## src/rtl/core/i2cm_pkg.sv

```systemverilog
// Shared types and constants for the I2C register access master.
package i2cm_pkg;

	// Request codes carried in req_type.
	localparam logic [1:0] REQ_TICK  = 2'd0;
	localparam logic [1:0] REQ_WRITE = 2'd1;
	localparam logic [1:0] REQ_READ  = 2'd2;

	// Configuration register file.
	localparam int unsigned CFG_IDX_W  = 1;
	localparam int unsigned CFG_DATA_W = 8;
	localparam logic [CFG_IDX_W-1:0] CFG_DEV_ADDR   = 1'd0;
	localparam logic [CFG_IDX_W-1:0] CFG_POLL_LIMIT = 1'd1;

	localparam logic [7:0] DEV_ADDR_RESET   = 8'h26;
	localparam logic [7:0] POLL_LIMIT_RESET = 8'd2;

	typedef struct packed {
		logic [1:0] req_type;
		logic [7:0] reg_addr;
		logic [7:0] write_data;
		logic       sda_in;
	} i2cm_in_t;

	typedef struct packed {
		logic       scl_level;
		logic       sda_level;
		logic       busy_res;
		logic       done_res;
		logic [7:0] read_result;
		logic       address_nack;
		logic       later_nack;
	} i2cm_out_t;

	typedef struct packed {
		logic [7:0] dev_addr;
		logic [7:0] poll_limit;
	} i2cm_cfg_t;

endpackage

```

## src/rtl/core/i2cm_engine.sv

```systemverilog
// Bus phase sequencer: advances one I2C phase per transfer and forms its result.
module i2cm_engine
	import i2cm_pkg::*;
(
	input  logic      clk,
	input  logic      arst_n,
	input  logic      step,
	input  i2cm_in_t  item,
	input  i2cm_cfg_t cfg,
	output i2cm_out_t result
);

	typedef enum logic [4:0] {
		PH_IDLE    = 5'd0,
		PH_ST0     = 5'd1,
		PH_ST1     = 5'd2,
		PH_ST2     = 5'd3,
		PH_TXSET   = 5'd4,
		PH_TXHI    = 5'd5,
		PH_TXLO    = 5'd6,
		PH_ACKREL  = 5'd7,
		PH_ACKPOLL = 5'd8,
		PH_RXLO    = 5'd9,
		PH_RXHI    = 5'd10,
		PH_NK0     = 5'd11,
		PH_NK1     = 5'd12,
		PH_NK2     = 5'd13,
		PH_SP0     = 5'd14,
		PH_SP1     = 5'd15,
		PH_SP2     = 5'd16
	} phase_t;

	phase_t     phase_q, phase_nxt;
	logic [3:0] bit_q, bit_nxt;
	logic [7:0] shift_q, shift_nxt;
	logic [2:0] byte_step_q, byte_step_nxt;
	logic [7:0] poll_q, poll_nxt;
	logic       is_read_q, is_read_nxt;
	logic [7:0] reg_addr_q, reg_addr_nxt;
	logic [7:0] wdata_q, wdata_nxt;
	logic [1:0] nack_q, nack_nxt;
	logic       scl, sda, done;
	logic       ack_seen, poll_over;

	assign ack_seen  = ~item.sda_in;
	assign poll_over = poll_q >= cfg.poll_limit;

	always_comb begin
		phase_nxt     = phase_q;
		bit_nxt       = bit_q;
		shift_nxt     = shift_q;
		byte_step_nxt = byte_step_q;
		poll_nxt      = poll_q;
		is_read_nxt   = is_read_q;
		reg_addr_nxt  = reg_addr_q;
		wdata_nxt     = wdata_q;
		nack_nxt      = nack_q;
		scl           = 1'b1;
		sda           = 1'b1;
		done          = 1'b0;
		unique case (phase_q)
			PH_IDLE: begin
				if (item.req_type == REQ_WRITE || item.req_type == REQ_READ) begin
					is_read_nxt   = (item.req_type == REQ_READ);
					reg_addr_nxt  = item.reg_addr;
					wdata_nxt     = (item.req_type == REQ_WRITE) ? item.write_data : 8'd0;
					nack_nxt      = 2'b00;
					byte_step_nxt = 3'd0;
					bit_nxt       = 4'd0;
					poll_nxt      = 8'd0;
					shift_nxt     = 8'd0;
					phase_nxt     = PH_ST1;
				end
			end
			PH_ST0: phase_nxt = PH_ST1;
			PH_ST1: begin
				sda       = 1'b0;
				phase_nxt = PH_ST2;
			end
			PH_ST2: begin
				scl       = 1'b0;
				sda       = 1'b0;
				// second START of a read sends the address with bit zero set
				shift_nxt = (byte_step_q == 3'd2) ? {cfg.dev_addr[7:1], 1'b1}
				                                  : {cfg.dev_addr[7:1], 1'b0};
				bit_nxt   = 4'd0;
				phase_nxt = PH_TXSET;
			end
			PH_TXSET: begin
				sda       = shift_q[7];
				scl       = 1'b0;
				phase_nxt = PH_TXHI;
			end
			PH_TXHI: begin
				sda       = shift_q[7];
				phase_nxt = PH_TXLO;
			end
			PH_TXLO: begin
				sda       = shift_q[7];
				scl       = 1'b0;
				shift_nxt = {shift_q[6:0], 1'b0};
				if (bit_q >= 4'd7) begin
					bit_nxt   = 4'd0;
					phase_nxt = PH_ACKREL;
				end else begin
					bit_nxt   = bit_q + 4'd1;
					phase_nxt = PH_TXSET;
				end
			end
			PH_ACKREL: begin
				poll_nxt  = 8'd0;
				phase_nxt = PH_ACKPOLL;
			end
			PH_ACKPOLL: begin
				if (ack_seen || poll_over) begin
					scl = 1'b0;
					if (!ack_seen) begin
						if (byte_step_q == 3'd0) nack_nxt = nack_q | 2'b01;
						else nack_nxt = nack_q | 2'b10;
					end
					byte_step_nxt = byte_step_q + 3'd1;
					case (byte_step_q)
						3'd0: begin
							shift_nxt = reg_addr_q;
							bit_nxt   = 4'd0;
							phase_nxt = PH_TXSET;
						end
						3'd1: begin
							if (is_read_q) begin
								phase_nxt = PH_ST0;
							end else begin
								shift_nxt = wdata_q;
								bit_nxt   = 4'd0;
								phase_nxt = PH_TXSET;
							end
						end
						3'd2: begin
							if (is_read_q) begin
								shift_nxt = 8'd0;
								bit_nxt   = 4'd0;
								phase_nxt = PH_RXLO;
							end else begin
								phase_nxt = PH_SP0;
							end
						end
						default: phase_nxt = PH_SP0;
					endcase
				end else begin
					poll_nxt = poll_q + 8'd1;
				end
			end
			PH_RXLO: begin
				scl       = 1'b0;
				phase_nxt = PH_RXHI;
			end
			PH_RXHI: begin
				shift_nxt = {shift_q[6:0], item.sda_in};
				if (bit_q >= 4'd7) begin
					bit_nxt   = 4'd0;
					phase_nxt = PH_NK0;
				end else begin
					bit_nxt   = bit_q + 4'd1;
					phase_nxt = PH_RXLO;
				end
			end
			PH_NK0: begin
				scl       = 1'b0;
				phase_nxt = PH_NK1;
			end
			PH_NK1: phase_nxt = PH_NK2;
			PH_NK2: begin
				scl       = 1'b0;
				phase_nxt = PH_SP0;
			end
			PH_SP0: begin
				scl       = 1'b0;
				sda       = 1'b0;
				phase_nxt = PH_SP1;
			end
			PH_SP1: begin
				sda       = 1'b0;
				phase_nxt = PH_SP2;
			end
			PH_SP2: begin
				done      = 1'b1;
				phase_nxt = PH_IDLE;
			end
			default: phase_nxt = PH_IDLE;
		endcase
	end

	always_comb begin
		result.scl_level    = scl;
		result.sda_level    = sda;
		result.busy_res     = (phase_nxt != PH_IDLE);
		result.done_res     = done;
		result.read_result  = (done && is_read_nxt) ? shift_nxt : 8'd0;
		result.address_nack = done & nack_nxt[0];
		result.later_nack   = done & nack_nxt[1];
	end

	always_ff @(posedge clk or negedge arst_n) begin
		if (!arst_n) begin
			phase_q     <= PH_IDLE;
			bit_q       <= '0;
			shift_q     <= '0;
			byte_step_q <= '0;
			poll_q      <= '0;
			is_read_q   <= 1'b0;
			reg_addr_q  <= '0;
			wdata_q     <= '0;
			nack_q      <= '0;
		end else if (step) begin
			phase_q     <= phase_nxt;
			bit_q       <= bit_nxt;
			shift_q     <= shift_nxt;
			byte_step_q <= byte_step_nxt;
			poll_q      <= poll_nxt;
			is_read_q   <= is_read_nxt;
			reg_addr_q  <= reg_addr_nxt;
			wdata_q     <= wdata_nxt;
			nack_q      <= nack_nxt;
		end
	end

endmodule

```

## src/rtl/core/i2c_master_register_access.sv

```systemverilog
// Top level of the I2C single-register access master.
//
// Usage: every item on the item channel is one tick of the bus engine. A tick
// with req_type write or read while the engine is idle latches reg_addr (and
// write_data) and starts a transaction; any other tick advances a busy bus one
// phase, sampling sda_in where the phase looks at SDA. Every item yields
// exactly one result on the result channel carrying the SCL/SDA drive levels,
// busy, and on the STOP tick done with the read byte and the NACK flags.
// An accepted item is held in the input register, the engine evaluates it
// there, and its result is captured in the result register until transferred.
// Throughput: one item per cycle while the result side does not stall; the input
// and result registers are separate stages, and the single-pass phase logic sets it.
// When the result side stalls, the input register holds its item and
// item_ready drops only once both stages are full; no state advances and no
// transfer is lost. Reset (arst_n low) returns the engine to idle with both
// lines released, empties both stages and loads the configuration registers
// with address byte 0x26 and poll limit 2. Write cfg_we/cfg_index/cfg_wdata
// only while no transfer is in flight.
module i2c_master_register_access
	import i2cm_pkg::*;
(
	input  logic                  clk,
	input  logic                  arst_n,
	input  logic                  item_valid,
	output logic                  item_ready,
	input  i2cm_in_t              item,
	output logic                  result_valid,
	input  logic                  result_ready,
	output i2cm_out_t             result,
	input  logic                  cfg_we,
	input  logic [CFG_IDX_W-1:0]  cfg_index,
	input  logic [CFG_DATA_W-1:0] cfg_wdata
);

	i2cm_in_t  item_s1;
	logic      valid_s1;
	i2cm_out_t result_s2;
	logic      valid_s2;
	i2cm_out_t eng_result;
	i2cm_cfg_t cfg_q;
	logic      advance;
	logic      step;

	// Result register frees when empty or being taken this cycle.
	assign advance    = !valid_s2 || result_ready;
	assign step       = valid_s1 && advance;
	assign item_ready = !valid_s1 || advance;

	// Configuration registers: write only, no read-back.
	always_ff @(posedge clk or negedge arst_n) begin
		if (!arst_n) begin
			cfg_q.dev_addr   <= DEV_ADDR_RESET;
			cfg_q.poll_limit <= POLL_LIMIT_RESET;
		end else if (cfg_we) begin
			unique case (cfg_index)
				CFG_DEV_ADDR:   cfg_q.dev_addr   <= cfg_wdata;
				CFG_POLL_LIMIT: cfg_q.poll_limit <= cfg_wdata;
				default: ;
			endcase
		end
	end

	// Input stage: load on every accepted transfer, drop when handed on.
	always_ff @(posedge clk or negedge arst_n) begin
		if (!arst_n) begin
			valid_s1 <= 1'b0;
		end else if (item_ready) begin
			valid_s1 <= item_valid;
		end
	end

	always_ff @(posedge clk) begin
		if (item_valid && item_ready) begin
			item_s1 <= item;
		end
	end

	// Phase engine evaluates the input stage item and advances on step.
	i2cm_engine u_engine (
		.clk    (clk),
		.arst_n (arst_n),
		.step   (step),
		.item   (item_s1),
		.cfg    (cfg_q),
		.result (eng_result)
	);

	// Result stage: hold while the receiver stalls.
	always_ff @(posedge clk or negedge arst_n) begin
		if (!arst_n) begin
			valid_s2 <= 1'b0;
		end else if (advance) begin
			valid_s2 <= valid_s1;
		end
	end

	always_ff @(posedge clk) begin
		if (step) begin
			result_s2 <= eng_result;
		end
	end

	assign result_valid = valid_s2;
	assign result       = result_s2;

`ifndef NO_ASSERTIONS
	// An accepted transfer always lands in the input stage.
	a_accept_lands: assert property (@(posedge clk) disable iff (!arst_n)
		item_valid && item_ready |=> valid_s1)
		else $error("accepted transfer did not reach the input stage");

	// A stalled full pipeline must refuse new transfers.
	a_full_stall: assert property (@(posedge clk) disable iff (!arst_n)
		valid_s1 && valid_s2 && !result_ready |-> !item_ready)
		else $error("item accepted while both stages full and stalled");

	// Done marks the return to idle.
	a_done_idle: assert property (@(posedge clk) disable iff (!arst_n)
		result_valid && result.done_res |-> !result.busy_res)
		else $error("done reported while still busy");

	// Read byte and flags stay zero off the STOP tick.
	a_flags_quiet: assert property (@(posedge clk) disable iff (!arst_n)
		result_valid && !result.done_res |->
			result.read_result == 8'd0 && !result.address_nack && !result.later_nack)
		else $error("status fields set without done");

	// When idle both lines are released.
	a_idle_released: assert property (@(posedge clk) disable iff (!arst_n)
		result_valid && !result.busy_res |-> result.scl_level && result.sda_level)
		else $error("bus line driven while idle");
`endif

endmodule

```

## config.mk

```make
export PLATFORM = sky130hd
export DESIGN_NAME = i2c_master_register_access
export DESIGN_NICKNAME = d
export VERILOG_FILES = /design/src/rtl/core/i2cm_pkg.sv /design/src/rtl/core/i2cm_engine.sv /design/src/rtl/core/i2c_master_register_access.sv
export SDC_FILE = /design/constraint.sdc
export NUM_CORES = 1
export LEC_CHECK = 0
export BUFFER_PORTS_ARGS = -buffer_cell sky130_fd_sc_hd__buf_2
export CORE_MARGIN = 4
export CORE_UTILIZATION = 63
export DETAILED_ROUTE_END_ITERATION = 10
export PLACE_DENSITY = 0.84
export SYNTH_ARGS = -nofsm -noshare
export SYNTH_HDL_FRONTEND = slang
export SYNTH_SLANG_ARGS = --single-unit
export TNS_END_PERCENT = 30
```

## constraint.sdc

```tcl
create_clock -name clk -period 3.5 [get_ports clk]
set_input_delay 0.525 -clock clk [delete_from_list [all_inputs] [get_ports clk]]
set_output_delay 0.525 -clock clk [all_outputs]
set_load 0.05 [all_outputs]
```

# ---- Word level (Yosys, flattened, before mapping)
# Index checks and enable logic that the tools add are counted.
dict set report totals {
  regBits 98
  latch_bits 0
  ramBits 0
  romBits 0
  in_bits 33
  out_inout_bits 16
  wordCells 124
  n_memories 0
}
dict set report op_classes {
  n_addsub 3
  n_mul 0
  div 0
  order_cmp 2
  n_eq_ne 26
  shifts 0
  muxes 40
  bitwise 4
  n_reduce_logical 25
}
# op n
set op_table {}
lappend op_table {{$pmux W5 S16} 1}
lappend op_table {{$mux W8} 7}
lappend op_table {{$pmux W8 S3} 2}
lappend op_table {{$eq A5 B4 Y1 const B} 8}
lappend op_table {{$pmux W8 S5} 1}
lappend op_table {{$eq A5 B3 Y1 const B} 4}
lappend op_table {{$mux W4} 5}
lappend op_table {{$pmux W4 S4} 1}
lappend op_table {{$pmux W5 S3} 1}
lappend op_table {{$mux W2} 6}
lappend op_table {{$mux W3} 4}
lappend op_table {{$pmux W4 S3} 1}
lappend op_table {{$eq A5 B2 Y1 const B} 2}
lappend op_table {{$mux W5} 2}
lappend op_table {{$add A8 B1 Y8 const B} 1}
lappend op_table {{$ge A8 B8 Y1} 1}
lappend op_table {{$reduce_and A4 Y1} 2}
lappend op_table {{$reduce_and A7 Y1} 1}
lappend op_table {{$reduce_or A7 Y1} 1}
lappend op_table {{$pmux W3 S2} 1}
lappend op_table {{$eq A5 B1 Y1 const B} 1}
lappend op_table {{$eq A5 B5 Y1 const B} 1}
lappend op_table {{$logic_not A5 Y1} 1}
lappend op_table {{$mux W1} 5}
lappend op_table {{29 further kinds} 40}

# ---- Logic depth before layout (Yosys ltp)
# Gate-level depths: netlist of the first run.
dict set report logic_depth {
  ltp_word 6
  ltp_mapped 9
  ltp_nobuf 8
}

# ---- Modules after synthesis
# A second synthesis of the first run with hierarchy kept.
dict set report unflattened {
  cells_unflattened 416
  area_unflattened_um2 4908.5
}
# module instances cells_each area_each_um2 seq_area_each_um2
set modules_own_cells {}
lappend modules_own_cells {i2cm_engine 1 340 3181.8 1176.1}
lappend modules_own_cells {i2c_master_register_access 1 76 1726.7 1446.4}

# ---- Least setup slack after synthesis of the first run
# OpenSTA, ideal clock, no wires.
dict set report synth_path {
  path_type {reg2reg}
  start {reg u_engine.poll_q[5]}
  end {reg u_engine.bit_q[0]}
  setup_ps 128
  t_arrival_ps 2294
  required_time_ps 3372
  slack_ps 1079
  stages_incl_launch_ff 8
  path_buffers 0
  synth_period_minus_slack_ps 2421
  cell_sequence {dfrtp_1 -> ha_1 -> and3_1 -> a221o_1 -> a211oi_2 -> nor2_1 -> a31oi_2 -> mux2_1}
}
dict set report synth_via {
  elab_chain_cells 4
}
# element line_no
set synth_rtl {}
lappend synth_rtl {{from (decl)} i2cm_engine.sv:37} ;# logic [7:0] poll_q, poll_nxt;
lappend synth_rtl {{from (signal assigned)} i2cm_engine.sv:218} ;# poll_q <= poll_nxt;
lappend synth_rtl {{$ge A8 B8 Y1} i2cm_engine.sv:46} ;# assign poll_over = poll_q >= cfg.poll_limit;
lappend synth_rtl {{$logic_or A1 B1 Y1} i2cm_engine.sv:115} ;# if (ack_seen || poll_over) begin
lappend synth_rtl {{$ne A2 B1 Y1 (no source line)} --}
lappend synth_rtl {{$reduce_and A7 Y1 (no source line)} --}
lappend synth_rtl {{to (signal assigned)} i2cm_engine.sv:215} ;# bit_q <= bit_nxt;
lappend synth_rtl {{to (decl)} i2cm_engine.sv:34} ;# logic [3:0] bit_q, bit_nxt;
# No other way between the ends.
# A chain may end at the register's enable or synchronous reset.

# ---- Worst setup path after layout of the first run
dict set report layout_path {
  start {reg u_engine.poll_q[5]}
  end {reg u_engine.bit_q[3]}
}
# Same word-level chain as after synthesis.

==> metrics.log, run 1 <==
[metrics] slack of the worst reg-to-reg path: 0.49 ns
[metrics] number of vias after detailed routing: 3554
[metrics] vias in the first global route: 3586
[metrics] reported max-cap violation count: 0
[metrics] required time reported for the critical path endpoint: 3.74 ns
[metrics] H-tree depth: 3
[metrics] leakage power total: 2.27 nW
[metrics] number of buffers inserted by port buffering: 48
[metrics] Synth Area per Inst: 11.1 sq um
[metrics] number of buffers created by CTS: 9
[metrics] maximum number of pins on one net before global-route repair: 47
[metrics] number of nets produced by synthesis: 485
[metrics] Clock Pin Slew Worst Setup and Hold Paths: 0.10 ns
[metrics] number of library cell types mapped by synthesis: 62
[metrics] drt via density: 6.11
[metrics] Starting Density: 0.657
[metrics] Final Cycle Share: 0.860
[metrics] detailed-route wire length per cell: 17.5 um
[metrics] Sum Neg Setup Slack: 0 ns
[metrics] Final Hold Fails: 0
[metrics] Max-slew headroom: 0.305
[metrics] summed instance area of the synthesized netlist: 4840 sq um
[metrics] Register Area: 2600 sq um
[metrics] vertical die dimension: 95.6 um
[metrics] Routed WL: 10.2 mm
[metrics] CP endpoint kind: flop
[metrics] Post-synth EDFFs: 33
[metrics] critical path arrival: 3.25 ns
[metrics] placer congestion estimate: 0.863
[metrics] class of the tightest hold or removal check: input pin to flop
[metrics] asr flop ratio synth: 0.660
[metrics] Largest stage delay, worst path: 0.51 ns
[metrics] number of warnings reported in the yosys synthesis log: 0
[metrics] number of cells on the worst hold path: 1
[metrics] sequential area share after synthesis: 0.537
[metrics] Overall Power: 3.64 mW
[metrics] Post-synth top flop: dfrtp_1
[metrics] startpoint type of the worst setup path: flop
[metrics] capture point of the worst reg-to-reg path: u_engine.bit_q[3]$_DFFE_PN0P_
[metrics] worst setup path category: flop to flop
[metrics] proportion of layout cells with a drive suffix above 1: 0.215
[metrics] cts-stage hold buffer count: 0
[metrics] total routing usage reported by global routing: 0.243
[metrics] Filler Cells Inserted: 546
[metrics] worst setup skew after layout: 0.0162 ns
[metrics] VDD IR max: 0.380 mV
[metrics] worst-margin pin slew: 1.04 ns
[metrics] Die ar.: 9150 sq um
[metrics] Peak Freq: 332 MHz
[metrics] io pins: 49
[metrics] antenna violation net count after detailed routing: 0
[metrics] Core Area: 7370 sq um
[metrics] CP cell instances: ha_1 > and3_1 > a221o_1 > a211oi_2 > nand2b_1 > a31oi_2 > mux2_1
[metrics] total number of nets in the final design: 527
[metrics] clock tree sinks: 97
[metrics] WHS Endpoint: item_s1[0]$_DFFE_PP_
[metrics] signed area change from the synthesized netlist to the final layout: 9.88%
[metrics] Synth Register Bits: 97
[metrics] source-to-sink clock delay at the later pin of the worst-skew pair: 0.37 ns
[metrics] router iterations before antenna repair: 5
[metrics] gr ovfl total: 0
[metrics] Root Buffer Master: clkbuf_8
[metrics] highest-delay cell along the critical path: nand2b_1
[metrics] Multi-input gate area: 2080 sq um
[metrics] antenna violations before repair: 0
[metrics] diode count: 0
[metrics] Bufs on Longest Clock Path: 2
[metrics] number of cells traversed by the worst register-to-register path: 7
[metrics] post-CTS setup repair buffer count: 0
[metrics] CTS tree: built
[metrics] WP buf/inv: 0
[metrics] start point of the worst min-delay path: item[0]
[metrics] die extent in x: 95.6 um
[metrics] shortest period the worst path allows: 3.01 ns
[metrics] r2r startpoint: u_engine.poll_q[5]$_DFFE_PN0P_
[metrics] DR DRC count: 0
[metrics] Post-Synthesis Cells: 436
[metrics] status: finished clean
[metrics] kind of cell adding the most delay to the critical path: compound AO/OA/AOI/OAI gates
[metrics] unrepaired setup endpoints after global routing: false
[metrics] standard-cell row count: 31
[metrics] Cell Count, Final, Fillers Out: 582
[metrics] maximum fanout count along the critical path: 12
[metrics] PostCTS Resize Cnt: 0
[metrics] power per unit of standard cell area: 685 nW/um^2
[metrics] Detail Placement HPWL: 7.26 mm
[metrics] wire length of the first global-routing pass: 17.1 mm
[metrics] cell total after placement: 566
[metrics] Setup violations, final: 0
[metrics] DRC violation total after the first TritonRoute iteration: 419
[metrics] max-slew violation count: 0
## power breakdown
part	total, mW	switching, mW	leakage [nW]	internal (mW)
logic	1.27	0.732	1.07	0.534
registers	1.73	0.285	1.13	1.44
clock network	0.652	0.389	0.0762	0.263
## layout by cell type, fill, tap and decap left out, drive strengths merged, types with 11 or more instances in the layout
| cell | instances |
|---|---|
| nor2 | 31 |
| edfxtp | 33 |
| nand2b | 11 |
| inv | 19 |
| buf | 53 |
| ha | 16 |
| o21ai | 35 |
| clkbuf | 11 |
| nand2 | 36 |
| dfrtp | 60 |
| a21oi | 18 |
| mux2 | 28 |
## sequential cells by signal, summed over array words and instances, names as in the netlist, 2 cells and up
signal	flops
cfg_q	15
item_s1	19
result	14
u_engine.bit_q	4
u_engine.byte_step_q	3
u_engine.nack_q	2
u_engine.phase_q	5
u_engine.poll_q	8
u_engine.reg_addr_q	8
u_engine.shift_q	8
u_engine.wdata_q	8
## per-layer routing
metal,GRT usage,wire [um],share of wire,vias to the layer above
li1,-,-,-,1686
met2,0.391,4870,0.48,150
met1,0.318,4370,0.43,1693
met5,0,0,0,-
met3,0.0426,645,0.063,25
met4,0.121,305,0.030,0
## worst reg2reg max path: cells and delay by family, from the launching register on
kind	cells	cell delay, ns
flops	1	0.43
fa+ha+maj	1	0.28
mux	1	0.37
compound gates	3	1.10
simple gates	2	0.71
## cell families (layout without fill, tap and decap cells)
group	count (synthesis)	count (layout)	synth area share
xor+xnor	7	7	0.0127
fa+ha+maj	16	16	0.0414
simple gates	126	126	0.133
flops	97	97	0.537
mux	31	31	0.0714
compound gates	119	119	0.171
buf+inv	40	87	0.0336
## final cells by class
cell class	instances	share of cell area
clock buffer	11	0.0247
clock inverter	5	0.00753
inverter	18	0.0127
multi-input combinational	299	0.391
sequential	97	0.488
tap	99	0.0233
timing repair buffer	53	0.0522
## worst max path at each step
stage                                         startpoint  depth (start not counted)  slack [ns]                            end
after floorplan           u_engine.poll_q[5]$_DFFE_PN0P_                          7        1.08  u_engine.bit_q[0]$_DFFE_PN0P_
after global placement    u_engine.poll_q[5]$_DFFE_PN0P_                          7        0.69  u_engine.bit_q[3]$_DFFE_PN0P_
after detailed placement  u_engine.poll_q[5]$_DFFE_PN0P_                          7        0.54  u_engine.bit_q[3]$_DFFE_PN0P_
after CTS                 u_engine.poll_q[5]$_DFFE_PN0P_                          7        0.49  u_engine.bit_q[3]$_DFFE_PN0P_
after global routing      u_engine.poll_q[5]$_DFFE_PN0P_                          7        0.36  u_engine.bit_q[3]$_DFFE_PN0P_
final                     u_engine.poll_q[5]$_DFFE_PN0P_                          7        0.49  u_engine.bit_q[3]$_DFFE_PN0P_
## cells in the mapped netlist, types with 4 or more instances
cell      instances  area [sq um]
buf_2             4          20.0
xor2_1            5          43.8
inv_1            17          63.8
o31ai_1           4          30.0
dfrtp_1          60          1500
edfxtp_1         33           991
dfstp_2           4           105
a222oi_1          8          80.1
a21oi_1          18          90.1
nor3_1            6          30.0
nor2_1           31           116
a22oi_1           8          60.1
a22o_1            9          78.8
o21ai_0          28           140
mux2_1            4          45.0
ha_1             16           200
nand2_1          36           135
mux2_2           24           270
nand3_1           5          25.0
nor2b_1           9          56.3
o21a_1            8          60.1
clkbuf_1         16          60.1
o211ai_1          5          37.5
nand2b_1         11          68.8
o21ai_1           6          30.0
## through the flow
stage                      util  hold slack [ns]  setup WS (ns)  instance area [sq um]
after floorplan               -            0.229           1.08                   4840
after global placement    0.698            0.437          0.687                   5150
after detailed placement  0.698            0.452          0.537                   5150
after CTS                 0.722            0.315          0.490                   5320
after global routing      0.722            0.315          0.357                   5320
final                     0.722            0.324          0.489                   5320
(Power assumes the default switching activity.)
==> run 2, diff against run 1 <==
--- a/config.mk
+++ b/config.mk
@@ -5,11 +5,12 @@
 export SDC_FILE = /design/constraint.sdc
 export NUM_CORES = 1
 export LEC_CHECK = 0
+export ABC_AREA = 1
 export BUFFER_PORTS_ARGS = -buffer_cell sky130_fd_sc_hd__buf_2
 export CORE_MARGIN = 4
-export CORE_UTILIZATION = 63
+export CORE_UTILIZATION = 64
 export DETAILED_ROUTE_END_ITERATION = 10
-export PLACE_DENSITY = 0.84
+export PLACE_DENSITY = 0.85
 export SYNTH_ARGS = -nofsm -noshare
 export SYNTH_HDL_FRONTEND = slang
 export SYNTH_SLANG_ARGS = --single-unit
==> metrics.log, run 2 <==
[metrics] placer congestion estimate: 0.945
[metrics] highest-delay cell along the critical path: dfstp_2
[metrics] number of vias after detailed routing: 4328
[metrics] Biggest register: item_s1
[metrics] cts-stage hold buffer count: 0
[metrics] maximum number of pins on one net before global-route repair: 38
[metrics] Peak Freq: 380 MHz
[metrics] number of buffers inserted by port buffering: 48
[metrics] worst-margin pin slew: 0.679 ns
[metrics] Post-synth EDFFs: 33
[metrics] antenna violations before repair: 0
[metrics] leakage power total: 2.71 nW
[metrics] required time reported for the critical path endpoint: 3.76 ns
[metrics] number of nets produced by synthesis: 668
[metrics] reported max-cap violation count: 0
[metrics] min setup slack post-route: 0.868 ns
[metrics] maximum fanout count along the critical path: 16
[metrics] source-to-sink clock delay at the later pin of the worst-skew pair: 0.37 ns
[metrics] Detail Placement HPWL: 8.80 mm
[metrics] Routed WL: 11.9 mm
[metrics] post-CTS setup repair buffer count: 0
[metrics] die extent in x: 97.9 um
[metrics] Bufs on Longest Clock Path: 2
[metrics] number of library cell types mapped by synthesis: 38
[metrics] WP buf/inv: 1
[metrics] DRC violation total after the first TritonRoute iteration: 433
[metrics] summed instance area of the synthesized netlist: 5180 sq um
[metrics] cell seen most often among critical-path stages: nand2_1
[metrics] Setup Slack @ Placement: 0.940 ns
[metrics] router iterations before antenna repair: 6
[metrics] vertical die dimension: 97.9 um
[metrics] number of buffers created by CTS: 9
[metrics] Filler Cells Inserted: 636
[metrics] smallest hold slack: 0.163 ns
[metrics] total routing usage reported by global routing: 0.257
[metrics] Post-synth top flop: dfrtp_1
[metrics] diode count: 0
[metrics] critical path arrival: 2.89 ns
[metrics] Synth Area per Inst: 8.36 sq um
[metrics] PostCTS Resize Cnt: 0
[metrics] max-slew violation count: 0
[metrics] power per unit of standard cell area: 669 nW/um^2
[metrics] proportion of layout cells with a drive suffix above 1: 0.157
[metrics] post-layout instance area: 5670 sq um
[metrics] final core area utilization: 0.726
[metrics] status: finished clean
[metrics] antenna violation net count after detailed routing: 0
[metrics] signed area change from the synthesized netlist to the final layout: 9.55%
[metrics] clock tree sinks: 97
[metrics] vias in the first global route: 4121
[metrics] unrepaired setup endpoints after global routing: false
[metrics] most common cell in the netlist: nand2_1
[metrics] asr flop ratio synth: 0.660
[metrics] standard-cell row count: 32
[metrics] shortest period the worst path allows: 2.63 ns
[metrics] post-synth top area share: 0.290
[metrics] H-tree depth: 3
[metrics] total number of nets in the final design: 712
[metrics] Starting Density: 0.663
[metrics] DR DRC count: 0
[metrics] detailed-route wire length per cell: 15.4 um
[metrics] Cell Count, Final, Fillers Out: 770
[metrics] VDD IR max: 0.298 mV
[metrics] Overall Power: 3.80 mW
[metrics] max FFs per register: 19
[metrics] Sum Neg Setup Slack: 0 ns
[metrics] Final Hold Fails: 0
[metrics] Core Area: 7810 sq um
[metrics] largest cells by area after synthesis: dfrtp_1 (29%), edfxtp_1 (19%), nand2_1 (14%)
[metrics] placed cell area: 5480 sq um
[metrics] drt via density: 5.62
[metrics] class of the tightest hold or removal check: input pin to async pin
[metrics] Max-slew headroom: 0.547
[metrics] leading cell types in the layout, fill and taps excluded: nand2_1 (200), inv_1 (68), dfrtp_1 (60)
[metrics] cell total after placement: 754
[metrics] most common cell after layout, fill and taps aside: nand2_1
[metrics] CP endpoint kind: flop
[metrics] cell taking the most area after synthesis: dfrtp_1
[metrics] CP cell instances: inv_1 > ha_1 > nand2_1 > nor2_1 > nor2_1 > nand2_1 > nand2_1 > nand3_1 > nand2_1 > nand2_2 > a21oi_1 > a21oi_2
[metrics] wire length of the first global-routing pass: 20.0 mm
[metrics] worst setup skew after layout: 0.0113 ns
[metrics] Synth Register Bits: 97
[metrics] sequential area share after synthesis: 0.502
[metrics] kind of cell adding the most delay to the critical path: simple AND/OR/NAND/NOR gates
[metrics] gr ovfl total: 0
[metrics] Clock Pin Slew Worst Setup and Hold Paths: 0.10 ns
[metrics] most common library cells after synthesis: nand2_1 (200), inv_1 (68), dfrtp_1 (60)
[metrics] CTS tree: built
[metrics] io pins: 49
[metrics] worst setup path category: flop to flop
[metrics] Setup violations, final: 0
[metrics] Root Buffer Master: clkbuf_8
[metrics] Post-Synthesis Cells: 619
[metrics] number of warnings reported in the yosys synthesis log: 0
[metrics] Largest stage delay, worst path: 0.54 ns
[metrics] startpoint type of the worst setup path: flop
[metrics] Die ar.: 9590 sq um
[metrics] Final Cycle Share: 0.752
## run 2: cell types whose count changed after synthesis, sizes merged, moves of 9 or more
cell,delta
nand3,+47
nand4,+19
inv,+54
nor2b,-9
a22o,-9
o21ai,+20
mux2,-18
nand2b,-11
nand2,+170
## run 2: cells by family after synthesis
group                    share of synthesized area
flip-flops                                   0.502
XOR/XNOR                                    0.0101
adder cells (fa/ha/maj)                     0.0387
multiplexers                                0.0232
AO/OA/AOI/OAI                               0.0764
AND/OR/NAND/NOR                              0.275
buffers and inverters                       0.0754
## run 2: routing by layer
layer  up-vias  GRT usage  routed length, um
met5         -          0                  0
met4         0     0.0532                110
met3        15     0.0536                841
met2       191      0.407               5650
met1      2008      0.371               5260
li1       2114          -                  -
## run 2: area by class of cell
class | instances | area [sq um] | area share
clock buffers | 10 | 128 | 0.0225
clock inverters | 6 | 66.3 | 0.0117
well taps | 102 | 128 | 0.0225
repair buffers | 53 | 278 | 0.0490
multi-input cells | 426 | 2190 | 0.386
inverters | 76 | 285 | 0.0503
flip-flops and latches | 97 | 2600 | 0.458
## run 2: power by group
group,switching [mW],internal (mW),total [mW]
Clock,0.392,0.332,0.724
Sequential,0.196,1.41,1.61
Combinational,1.01,0.453,1.46
## run 2: path summary, 6_finish.rpt
| path | from | endpoint | slack, ns | depth (start not counted) |
|---|---|---|---|---|
| min in group clk | item[12] | item_s1[12]$_DFFE_PP_ | 0.33 | 1 |
| hold reg to reg | item_s1[12]$_DFFE_PP_ | u_engine.reg_addr_q[3]$_DFFE_PN0P_ | 0.49 | 1 |
| setup reg to reg | cfg_q[1]$_DFFE_PN1P_ | u_engine.poll_q[0]$_DFFE_PN0P_ | 0.87 | 12 |
| setup / recovery | cfg_q[1]$_DFFE_PN1P_ | u_engine.poll_q[0]$_DFFE_PN0P_ | 0.87 | 12 |
| hold / removal | arst_n | u_engine.bit_q[3]$_DFFE_PN0P_ | 0.16 | 1 |
| max in group asynchronous | arst_n | cfg_q[13]$_DFFE_PN1P_ | 2.42 | 2 |
==> run 3, diff against run 2 <==
--- a/config.mk
+++ b/config.mk
@@ -5,12 +5,12 @@
 export SDC_FILE = /design/constraint.sdc
 export NUM_CORES = 1
 export LEC_CHECK = 0
-export ABC_AREA = 1
+export ABC_AREA = 0
 export BUFFER_PORTS_ARGS = -buffer_cell sky130_fd_sc_hd__buf_2
 export CORE_MARGIN = 4
-export CORE_UTILIZATION = 64
+export CORE_UTILIZATION = 53
 export DETAILED_ROUTE_END_ITERATION = 10
-export PLACE_DENSITY = 0.85
+export PLACE_DENSITY = 0.76
 export SYNTH_ARGS = -nofsm -noshare
 export SYNTH_HDL_FRONTEND = slang
 export SYNTH_SLANG_ARGS = --single-unit
==> constraint.sdc (replaced) <==
create_clock -name clk -period 2.4 [get_ports clk]
set_input_delay 0.36 -clock clk [delete_from_list [all_inputs] [get_ports clk]]
set_output_delay 0.36 -clock clk [all_outputs]
set_load 0.05 [all_outputs]
==> metrics.log, run 3 (synthesis gave the netlist of run 1 again) <==
[metrics] status: complete, but fails checks
[metrics] violated checks: setup timing
[metrics] number of cells traversed by the worst register-to-register path: 7
[metrics] startpoint type of the worst setup path: flop
[metrics] capture point of the worst reg-to-reg path: u_engine.poll_q[5]$_DFFE_PN0P_
[metrics] Overall Power: 5.77 mW
[metrics] slack of the worst reg-to-reg path: -0.04 ns
[metrics] wire length of the first global-routing pass: 17.4 mm
[metrics] shortest period the worst path allows: 2.44 ns
[metrics] max-slew violation count: 0
[metrics] Peak Freq: 410 MHz
[metrics] reported max-cap violation count: 0
[metrics] min setup slack post-route: -0.0363 ns
[metrics] signed area change from the synthesized netlist to the final layout: 19.1%
[metrics] number of buffers inserted by port buffering: 48
[metrics] maximum fanout count along the critical path: 5
[metrics] Setup violations, final: 5
[metrics] Die ar.: 10700 sq um
[metrics] clock tree sinks: 97
[metrics] Clock Pin Slew Worst Setup and Hold Paths: 0.10 ns
[metrics] gr ovfl total: 0
[metrics] Core Area: 8810 sq um
[metrics] most common cell after layout, fill and taps aside: dfrtp_1
[metrics] Max-slew headroom: 0.436
[metrics] antenna violation net count after detailed routing: 0
[metrics] critical path arrival: 2.74 ns
[metrics] Root Buffer Master: clkbuf_8
[metrics] source-to-sink clock delay at the later pin of the worst-skew pair: 0.37 ns
[metrics] Bufs on Longest Clock Path: 2
[metrics] vias in the first global route: 3534
[metrics] diode count: 0
[metrics] number of vias after detailed routing: 3663
[metrics] worst setup skew after layout: 0.0140 ns
[metrics] unrepaired setup endpoints after global routing: true
[metrics] antenna violations before repair: 0
[metrics] WHS Endpoint: item_s1[6]$_DFFE_PP_
[metrics] max FFs per register: 19
[metrics] die extent in x: 104 um
[metrics] Starting Density: 0.550
[metrics] required time reported for the critical path endpoint: 2.70 ns
[metrics] proportion of layout cells with a drive suffix above 1: 0.308
[metrics] Sum Neg Setup Slack: -0.0816 ns
[metrics] Routed WL: 10.4 mm
[metrics] Biggest register: item_s1
[metrics] detailed-route wire length per cell: 16.5 um
[metrics] vertical die dimension: 104 um
[metrics] class of the tightest hold or removal check: input pin to flop
[metrics] VDD IR max: 0.431 mV
[metrics] drt via density: 5.84
[metrics] leading cell types in the layout, fill and taps excluded: dfrtp_1 (60), buf_2 (48), buf_4 (37)
[metrics] r2r startpoint: u_engine.poll_q[6]$_DFFE_PN0P_
[metrics] number of cells on the worst hold path: 1
[metrics] worst-margin pin slew: 0.846 ns
[metrics] leakage power total: 2.50 nW
[metrics] placer congestion estimate: 0.881
[metrics] Detail Placement HPWL: 7.38 mm
[metrics] CTS tree: built
[metrics] worst setup path category: flop to flop
[metrics] start point of the worst min-delay path: item[6]
[metrics] maximum number of pins on one net before global-route repair: 65
[metrics] power per unit of standard cell area: 1000 nW/um^2
[metrics] standard-cell row count: 34
[metrics] DRC violation total after the first TritonRoute iteration: 348
[metrics] total routing usage reported by global routing: 0.200
[metrics] H-tree depth: 3
[metrics] io pins: 49
[metrics] CP endpoint kind: flop
[metrics] DR DRC count: 0
[metrics] router iterations before antenna repair: 5
[metrics] Final Cycle Share: 1.02
[metrics] total number of nets in the final design: 563
[metrics] number of buffers created by CTS: 9
[metrics] Final Hold Fails: 0
## run 3: worst max-delay path by stage
stage	from	to	slack (ns)	depth (start not counted)
floorplan	u_engine.poll_q[5]$_DFFE_PN0P_	result[6]$_SDFFCE_PN0P_	-0.008	8
global placement	cfg_q[7]$_DFFE_PN0P_	u_engine.bit_q[1]$_DFFE_PN0P_	-0.05	8
detailed placement	cfg_q[6]$_DFFE_PN0P_	u_engine.shift_q[2]$_DFFE_PN0P_	-0.13	9
CTS	cfg_q[1]$_DFFE_PN1P_	u_engine.bit_q[1]$_DFFE_PN0P_	-0.04	8
global route	cfg_q[7]$_DFFE_PN0P_	u_engine.poll_q[5]$_DFFE_PN0P_	-0.12	8
finish	u_engine.poll_q[6]$_DFFE_PN0P_	u_engine.poll_q[5]$_DFFE_PN0P_	-0.04	7
## run 3: power by group
| group | switching, mW | total, mW | internal (mW) |
|---|---|---|---|
| clock network | 0.626 | 1.04 | 0.410 |
| registers | 0.304 | 2.41 | 2.10 |
| logic | 1.29 | 2.32 | 1.03 |
| total | 2.22 | 5.77 | 3.55 |
## run 3: worst max-delay path, cell delays in order (launching register included)
cell	delay, ns
dfrtp_1	0.40
ha_1	0.32
a21o_1	0.18
a221o_2	0.40
a211oi_4	0.29
o21ai_2	0.12
or4_1	0.52
a21oi_1	0.15
## run 3: cell type report
class	instances	area (sq um)
clock buffers	9	124
clock inverters	7	70.1
fillers	667	3040
inverters	18	67.6
multi-input cells	299	2200
flip-flops and latches	97	2600
well taps	108	135
repair buffers	89	571
## run 3: layer usage
layer,track usage,up-vias,part of all wire
li1,-,1761,-
met1,0.274,1760,0.44
met2,0.333,129,0.49
met3,0.0311,13,0.055
met4,0.0579,0,0.012
met5,0,-,0
## run 3: stage by stage
stage	setup slack, ns	area [sq um]	utilization	cells	hold WS [ns]
after detailed placement	-0.131	5410	0.614	607	0.402
final	-0.0363	5760	0.655	627	0.157
after CTS	-0.0386	5670	0.644	624	0.145
after global routing	-0.122	5760	0.655	627	0.136
after floorplan	-0.00792	4840	-	436	0.0644
after global placement	-0.0548	5410	0.614	607	0.399
## run 3: repair_timing
action                                  4_1_cts  5_1_grt
hold endpoints to repair                     17        0
setup buffers                                 0        3
resized for setup                            11       22
hold buffers                                  1        0
endpoints found under the setup margin       26       26
pin swaps                                     5        6
